[src/assert_macros.svh]
// assertion helpers shared by the rtl modules
`ifndef ASSERT_MACROS_SVH
`define ASSERT_MACROS_SVH

// property must hold at every clock edge outside reset
`define ASSERT_CLK(lbl, clk, rst_n, prop) \
    lbl: assert property (@(posedge clk) disable iff (!rst_n) prop) \
        else $error("assertion failed");

// expression must never be true outside reset
`define ASSERT_NEVER(lbl, clk, rst_n, expr) \
    lbl: assert property (@(posedge clk) disable iff (!rst_n) !(expr)) \
        else $error("forbidden condition seen");

`endif

[src/pale_pkg.sv]
`timescale 1ns / 1ps
`default_nettype none

package pale_pkg;

    localparam int unsigned DEPTH_DEF = 64;

    localparam int unsigned CMD_W   = 3;
    localparam int unsigned POS_W   = 7;
    localparam int unsigned VAL_W   = 32;
    localparam int unsigned STAT_W  = 2;
    localparam int unsigned IDX_W   = 6;
    localparam int unsigned CNT_W   = 7;

    localparam int unsigned IN_DATA_W  = 48;
    localparam int unsigned OUT_DATA_W = 48;

    // commands
    localparam logic [CMD_W-1:0] CMD_CLEAR  = 3'd0;
    localparam logic [CMD_W-1:0] CMD_INSERT = 3'd1;
    localparam logic [CMD_W-1:0] CMD_UPDATE = 3'd2;
    localparam logic [CMD_W-1:0] CMD_DELETE = 3'd3;
    localparam logic [CMD_W-1:0] CMD_DUMP   = 3'd4;

    // result status
    localparam logic [STAT_W-1:0] ST_OK    = 2'd0;
    localparam logic [STAT_W-1:0] ST_FULL  = 2'd1;
    localparam logic [STAT_W-1:0] ST_RANGE = 2'd2;
    localparam logic [STAT_W-1:0] ST_EMPTY = 2'd3;

    // datapath operations
    localparam logic [2:0] OP_NONE   = 3'd0;
    localparam logic [2:0] OP_CLEAR  = 3'd1;
    localparam logic [2:0] OP_INSERT = 3'd2;
    localparam logic [2:0] OP_UPDATE = 3'd3;
    localparam logic [2:0] OP_DELETE = 3'd4;
    localparam logic [2:0] OP_ROTATE = 3'd5;

    typedef struct packed {
        logic [2:0]              op;
        logic [POS_W-1:0]        pos;
        logic signed [VAL_W-1:0] value;
        logic                    load_out;
        logic [STAT_W-1:0]       out_status;
        logic [IDX_W-1:0]        out_idx;
        logic                    out_last;
        logic                    out_head;
    } t_dp_cmd;

endpackage

`default_nettype wire

[src/pale_ctrl.sv]
`timescale 1ns / 1ps
`default_nettype none
`include "assert_macros.svh"

module pale_ctrl #(
    parameter int unsigned DEPTH = pale_pkg::DEPTH_DEF,
    parameter int unsigned CW    = $clog2(DEPTH + 1)
) (
    input  wire logic                               i_clk,
    input  wire logic                               i_rst_n,
    input  wire logic                               i_in_valid,
    output logic                                    o_in_ready,
    input  wire logic [pale_pkg::CMD_W-1:0]         i_command,
    input  wire logic [pale_pkg::POS_W-1:0]         i_position,
    input  wire logic signed [pale_pkg::VAL_W-1:0]  i_value,
    input  wire logic [CW-1:0]                      i_count,
    input  wire logic                               i_out_ready,
    output logic                                    o_out_valid,
    output pale_pkg::t_dp_cmd                       o_cmd
);

    localparam int unsigned IW   = $clog2(DEPTH);
    localparam int unsigned CMPW = (CW > pale_pkg::POS_W) ? CW : pale_pkg::POS_W;

    localparam logic S_IDLE = 1'b0;
    localparam logic S_DUMP = 1'b1;

    logic          r_state;
    logic          n_state;
    logic [IW-1:0] r_idx;
    logic [IW-1:0] n_idx;
    logic          r_out_valid;
    logic          n_out_valid;

    logic w_slot_free;
    logic w_accept;
    logic w_full;
    logic w_empty;
    logic w_pos_gt;
    logic w_pos_ge;
    logic w_dump_last;

    assign w_slot_free = !r_out_valid || i_out_ready;
    assign o_in_ready  = (r_state == S_IDLE) && w_slot_free;
    assign w_accept    = i_in_valid && o_in_ready;

    assign w_full      = (i_count == CW'(DEPTH));
    assign w_empty     = (i_count == '0);
    assign w_pos_gt    = CMPW'(i_position) > CMPW'(i_count);
    assign w_pos_ge    = CMPW'(i_position) >= CMPW'(i_count);
    assign w_dump_last = ((CW'(r_idx) + CW'(1)) == i_count);

    always_comb begin
        n_state          = r_state;
        n_idx            = r_idx;
        o_cmd.op         = pale_pkg::OP_NONE;
        o_cmd.pos        = i_position;
        o_cmd.value      = i_value;
        o_cmd.load_out   = 1'b0;
        o_cmd.out_status = pale_pkg::ST_OK;
        o_cmd.out_idx    = '0;
        o_cmd.out_last   = 1'b1;
        o_cmd.out_head   = 1'b0;
        case (r_state)
            S_IDLE: begin
                if (w_accept) begin
                    o_cmd.load_out = 1'b1;
                    case (i_command)
                        pale_pkg::CMD_CLEAR: begin
                            o_cmd.op = pale_pkg::OP_CLEAR;
                        end
                        pale_pkg::CMD_INSERT: begin
                            if (w_full) begin
                                o_cmd.out_status = pale_pkg::ST_FULL;
                            end else if (w_pos_gt) begin
                                o_cmd.out_status = pale_pkg::ST_RANGE;
                            end else begin
                                o_cmd.op = pale_pkg::OP_INSERT;
                            end
                        end
                        pale_pkg::CMD_UPDATE: begin
                            if (w_pos_ge) begin
                                o_cmd.out_status = pale_pkg::ST_RANGE;
                            end else begin
                                o_cmd.op = pale_pkg::OP_UPDATE;
                            end
                        end
                        pale_pkg::CMD_DELETE: begin
                            if (w_empty) begin
                                o_cmd.out_status = pale_pkg::ST_EMPTY;
                            end else if (w_pos_ge) begin
                                o_cmd.out_status = pale_pkg::ST_RANGE;
                            end else begin
                                o_cmd.op = pale_pkg::OP_DELETE;
                            end
                        end
                        pale_pkg::CMD_DUMP: begin
                            if (w_empty) begin
                                o_cmd.out_status = pale_pkg::ST_EMPTY;
                            end else begin
                                // entries follow one per cycle from the dump state while the output side takes them
                                o_cmd.load_out = 1'b0;
                                n_state        = S_DUMP;
                                n_idx          = '0;
                            end
                        end
                        default: begin
                            o_cmd.op = pale_pkg::OP_NONE;
                        end
                    endcase
                end
            end
            S_DUMP: begin
                if (w_slot_free) begin
                    o_cmd.op       = pale_pkg::OP_ROTATE;
                    o_cmd.load_out = 1'b1;
                    o_cmd.out_idx  = pale_pkg::IDX_W'(r_idx);
                    o_cmd.out_last = w_dump_last;
                    o_cmd.out_head = 1'b1;
                    n_idx          = r_idx + IW'(1);
                    if (w_dump_last) begin
                        n_state = S_IDLE;
                    end
                end
            end
            default: begin
                n_state = S_IDLE;
            end
        endcase
    end

    always_comb begin
        if (o_cmd.load_out) begin
            n_out_valid = 1'b1;
        end else if (i_out_ready) begin
            n_out_valid = 1'b0;
        end else begin
            n_out_valid = r_out_valid;
        end
    end

    always_ff @(posedge i_clk) begin
        if (!i_rst_n) begin
            r_state     <= S_IDLE;
            r_idx       <= '0;
            r_out_valid <= 1'b0;
        end else begin
            r_state     <= n_state;
            r_idx       <= n_idx;
            r_out_valid <= n_out_valid;
        end
    end

    assign o_out_valid = r_out_valid;

    `ASSERT_CLK(a_dump_idx_in_list, i_clk, i_rst_n,
        (r_state == S_DUMP) |-> (CW'(r_idx) < i_count))
    `ASSERT_CLK(a_dump_ends_idle, i_clk, i_rst_n,
        (r_state == S_DUMP && o_cmd.load_out && w_dump_last) |=> (r_state == S_IDLE))

endmodule

`default_nettype wire

[config.mk]
export PLATFORM = sky130hd
export DESIGN_NAME = pale_ctrl
export DESIGN_NICKNAME = d
export VERILOG_FILES = /design/src/pale_pkg.sv /design/src/pale_ctrl.sv
export VERILOG_INCLUDE_DIRS = /design/src /design/src/src
export SDC_FILE = /design/constraint.sdc
export NUM_CORES = 1
export LEC_CHECK = 0
export BUFFER_PORTS_ARGS = -buffer_cell sky130_fd_sc_hd__buf_2
export CORE_MARGIN = 5
export CORE_UTILIZATION = 42
export DETAILED_ROUTE_END_ITERATION = 8
export PLACE_DENSITY = 0.95
export SLEW_MARGIN = 0
export SYNTH_ARGS = -nofsm -noshare
export SYNTH_HDL_FRONTEND = slang
export SYNTH_SLANG_ARGS = --single-unit
[constraint.sdc]
create_clock -name i_clk -period 4.7 [get_ports i_clk]
set_input_delay 0 -clock i_clk [delete_from_list [all_inputs] [get_ports i_clk]]
set_output_delay 0 -clock i_clk [all_outputs]
set_load 0.02 [all_outputs]
# --- Word level (Yosys, flattened, before mapping) ---
# Cells that the tools add are included.
op_classes:
  n_reduce_logical: 8
  eq_ne: 10
  n_lt_le_gt_ge: 2
  add_sub_neg: 2
  n_mux: 36
  bitwise: 1
op_table:
  columns: ["op", "count"]
  rows:
  - ["6-bit 2-to-1 mux", 4]
  - ["3-bit 2-to-1 mux", 6]
  - ["2-bit 2-to-1 mux", 8]
  - ["8-bit 2-to-1 mux", 2]
  - ["3-bit one-hot mux with 4 select lines", 1]
  - ["6-bit one-hot mux with 2 select lines", 1]
  - ["1-bit 2-to-1 mux", 10]
  - ["2-bit one-hot mux with 4 select lines", 1]
  - ["6-bit by 1-bit adder with 7-bit output, second input constant", 1]
  - ["7-bit equality test", 1]
  - ["7-bit equality test, second input constant", 1]
  - ["7-bit greater-or-equal comparator", 1]
  - ["7-bit greater-than comparator", 1]
  - ["7-bit logical NOT", 1]
  - ["6-bit by 1-bit adder with 6-bit output, second input constant", 1]
  - ["3-bit by 2-bit equality test with 1-bit output, second input constant", 2]
  - ["3-bit one-hot mux with 2 select lines", 1]
  - ["2-bit by 1-bit inequality test with 1-bit output, second input constant", 2]
  - ["2-bit inequality test, second input constant", 2]
  - ["1-bit one-hot mux with 2 select lines", 2]
  - ["4-bit AND reduction", 1]
  - ["3-bit by 1-bit equality test with 1-bit output, second input constant", 1]
  - ["3-bit equality test, second input constant", 1]
  - ["3-bit logical NOT", 1]
  - ["other kinds (5)", 6]
word_totals:
  out_inout_bits: 55
  word_cells: 62
  in_bits: 53
  reg_bits: 8

# --- Longest topological paths before layout ---
logic_depth:
  ltp_word: 7
  depth_mapped: 7
  ltp_nobuf: 7

# --- Worst setup path before layout ---
# OpenSTA, ideal clock, no wires.
synth_path:
  path_kind: "input to output"
  startpoint: "in i_position[0] (netlist name)"
  endpoint: "out o_cmd[50] (netlist name)"
  path_stages: 7
  t_arrival_ns: 1.806
  slack_ns: 2.894
  required_ns: 4.700
  path_buffers: 0
  path_cell_list: "inv_1 > ha_1 > nand2b_1 > a211o_1 > a21oi_1 > nor2b_1 > o41ai_1"
synth_lines:
  columns: ["item", "line", "rtl"]
  rows:
  - ["start: declaration", "pale_ctrl.sv:14", "input wire logic [pale_pkg::POS_W-1:0] i_position,"]
  - ["end: declaration", "pale_ctrl.sv:19", "output pale_pkg::t_dp_cmd o_cmd"]

==> flow_summary.rst <==
.. list-table::
   :header-rows: 1

   * - Metric
     - Value
   * - Placeable core region
     - 0.00298 mm²
   * - Layout overhead on the synthesized area
     - -3.74%
   * - Die Ht
     - 65.0 µm
   * - Buffers & Inverters on Critical Path
     - 1
   * - Number of antenna violations at the first check in global routing
     - 0
   * - Number of buffers inserted by port buffering
     - 43
   * - Most used standard cells in the synthesized netlist
     - 40 x sky130_fd_sc_hd__buf_4, 13 x sky130_fd_sc_hd__nand2_1, 11 x sky130_fd_sc_hd__a21oi_1, 11 x sky130_fd_sc_hd__nor2_1, 11 x sky130_fd_sc_hd__o21ai_0
   * - Number of ports placed on the die boundary
     - 108
   * - Critical Path End Type
     - output port
   * - Setup repair after global routing missed its margin
     - false
   * - Detailed-route DRC error count
     - 0
   * - Post-synth ARST share
     - 0%
   * - Maximum number of pins on one net before global-route repair
     - 14
   * - YS warnings
     - 0
   * - Worst-Margin Slew
     - 0.482 ns
   * - Class of the tightest hold or removal check
     - in -> out
   * - Dominant cell by count in the synthesized netlist
     - sky130_fd_sc_hd__buf_4
   * - Post CTS Setup Buffer Count
     - 0
   * - Dominant delay contributor by cell family on the critical path
     - simple AND/OR/NAND/NOR gates
   * - Depth of the CTS H-tree
     - 1
   * - Result of the run
     - finished, final reports clean
   * - Avg WL per Cell
     - 13.4 µm
   * - Clock tree from TritonCTS
     - built
   * - Post-synth net total
     - 237
   * - Horiz. Die Dim
     - 65.0 µm
   * - Total of flip-flops plus latches after synthesis
     - 8
   * - Vias per std cell
     - 5.44
   * - Total grt overflow
     - 0
   * - Average instance area after synthesis
     - 7.22 µm²
   * - Worst-Skew Late Latency
     - 0.25 ns
   * - Yosys top cell by area
     - sky130_fd_sc_hd__buf_4
   * - FMAX
     - 475 MHz
   * - Number of placement rows
     - 20
   * - Maxcap violations
     - 0
   * - Setup tns final
     - 0 ns
   * - Area of the die
     - 0.00423 mm²
   * - Combined area of all synthesized cells
     - 0.00127 mm²
   * - Number of enable-type register cells in the synthesized netlist
     - 0
   * - Cell total after placement
     - 207
   * - Routed Antenna Nets
     - 0
   * - Worst path setup slack after routing
     - 2.60 ns
   * - Worst setup path class
     - reg -> out
   * - Final critical delay including setup and external delays
     - 2.10 ns
   * - Crit path required time
     - 4.70 ns
   * - Largest vdd supply drop
     - 0.0000618 V
   * - Routability Congestion
     - 0.916
   * - Root cell of the clock tree
     - sky130_fd_sc_hd__clkbuf_4
   * - Clock Pin Slew Worst Setup and Hold Paths
     - 0.05 ns
   * - Endpoint arrival time on the critical path
     - 2.10 ns
   * - TritonCTS buffer count
     - 3
   * - Number of buffers on the longest clock path
     - 2
   * - Part of the Yosys area used for sequential elements
     - 12.6%
   * - Pre-CTS WS
     - 2.89 ns
   * - Hold Violations, Final
     - 0
   * - Vias post-DR
     - 1142
   * - Final cell count without fillers
     - 210
   * - Length of the first detailed-routing pass in iterations
     - 4
   * - Power density cells
     - 163 mW/mm²
   * - Final-report setup violation count
     - 0
   * - Cell count after synthesis
     - 176
   * - Initial core utilization
     - 42.7%
   * - Total of cells resized after clock tree synthesis
     - 0
   * - Critical Path Fanout Max
     - 7
   * - Slew Limit Headroom
     - 67.4%
   * - Aggregate global-route resource usage
     - 13.0%
   * - Fraction of layout cells with a size suffix above 1
     - 29.9%
   * - Crit-path slowest cell
     - sky130_fd_sc_hd__or3b_2
   * - Post-synthesis cell type count
     - 38
   * - Starting DRT DRC Count
     - 42
   * - Number of nets in the layout
     - 240
   * - Wire length of the first global-routing pass
     - 4570 µm
   * - Leak
     - 0.611 nW
   * - Dominant synthesized flop cell
     - sky130_fd_sc_hd__dfxtp_1
   * - Post-detail-place hpwl
     - 2360 µm
   * - Fin crit share
     - 44.8%
   * - Number of pins with negative max-slew slack in the final report
     - 0
   * - Proportion of netlist area held by the largest area contributor
     - 23.6%
   * - Diodes inserted
     - 0
   * - Cell breakdown of the critical path
     - ha_1, or3b_2, o21ai_0, a211oi_1, nor2b_1, a31o_2, buf_2
   * - Post-detailed-routing wire length
     - 2820 µm
   * - Setup skew after layout
     - 0.00166 ns
   * - Via count of the first global-routing pass
     - 1087
   * - Top cells by area in the synthesized netlist
     - sky130_fd_sc_hd__buf_4 24%, sky130_fd_sc_hd__dfxtp_1 13%, sky130_fd_sc_hd__ha_1 7.9%
   * - Critical Path Source Type
     - flop
   * - Count of clock tree sinks
     - 8
   * - Biggest cell delay along the critical path
     - 0.47 ns
   * - Number of hold buffers added after CTS
     - 0
## state kept, by name (all words and copies together), names as in the netlist
name,count
r_idx,6
o_out_valid,1
r_state,1
## cells in the final DEF (no fill, tap or decap), types with 3 or more instances in the layout
master and n:
sky130_fd_sc_hd__a21oi_1 11, sky130_fd_sc_hd__a31oi_1 3, sky130_fd_sc_hd__and3_1 6, sky130_fd_sc_hd__buf_2 43, sky130_fd_sc_hd__clkbuf_4 3, sky130_fd_sc_hd__dfxtp_1 8, sky130_fd_sc_hd__ha_1 8, sky130_fd_sc_hd__inv_1 10
sky130_fd_sc_hd__nand2_1 13, sky130_fd_sc_hd__nand2b_1 4, sky130_fd_sc_hd__nand3_1 3, sky130_fd_sc_hd__nand4_1 3, sky130_fd_sc_hd__nor2_1 11, sky130_fd_sc_hd__nor2b_1 3, sky130_fd_sc_hd__nor3_1 6, sky130_fd_sc_hd__o21ai_0 11
sky130_fd_sc_hd__xnor2_1 4, sky130_fd_sc_hd__xor2_1 5
## path summary, 6_finish.rpt
| kind | slack, ns | to | cells after the start | from |
|---|---|---|---|---|
| hold / removal | 0.000008 | o_cmd[18] | 0 | i_value[7] |
| setup reg to reg | 2.86 | r_state | 6 | r_idx[0] |
| hold reg to reg | 0.50 | r_idx[1] | 2 | r_idx[1] |
| setup / recovery | 2.60 | o_cmd[1] | 7 | r_idx[0] |
## metrics by stage
step / total power [mW] / area [µm²] / hold slack [ns] / util, %
after global placement: 0.147 / 1200 / 0.000137 / 40.3
final: 0.199 / 1220 / 0.00000774 / 41.1
after global routing: 0.215 / 1220 / 0.0000293 / 41.1
after CTS: 0.200 / 1220 / 0.000137 / 41.1
after detailed placement: 0.148 / 1200 / 0.000137 / 40.3
after floorplan: 0.165 / 1270 / 0.113 / -
## where the power goes
part           internal, mW  switching (mW)  leakage, nW
Sequential           0.0693         0.00169       0.0648
Clock                0.0292          0.0231       0.0138
Combinational        0.0296          0.0464        0.532
Total                 0.128          0.0712        0.611
## layout make-up
type | instances | area [µm²]
Sequential cell | 8 | 160
Multi-Input combinational cell | 113 | 747
Clock buffer | 3 | 22.5
Inverter | 10 | 37.5
Tap cell | 33 | 41.3
Timing Repair Buffer | 43 | 215
Fill cell | 310 | 1750
## metal layers
metal,GRT usage [%],up-vias,wire length (µm)
met5,0,-,0
met4,3.37,0,37
met3,5.03,12,291
li1,-,569,-
met2,22.2,48,1290
met1,15.2,513,1200
## kinds of logic after synthesis
family | count (synthesis) | synth area share, %
fa+ha+maj | 8 | 7.87
compound gates | 36 | 18.2
buf+inv | 55 | 28.6
simple gates | 59 | 25.7
flops | 8 | 12.6
mux | 1 | 0.787
xor+xnor | 9 | 6.20
No activity file was read; power rests on OpenSTA's default activity.
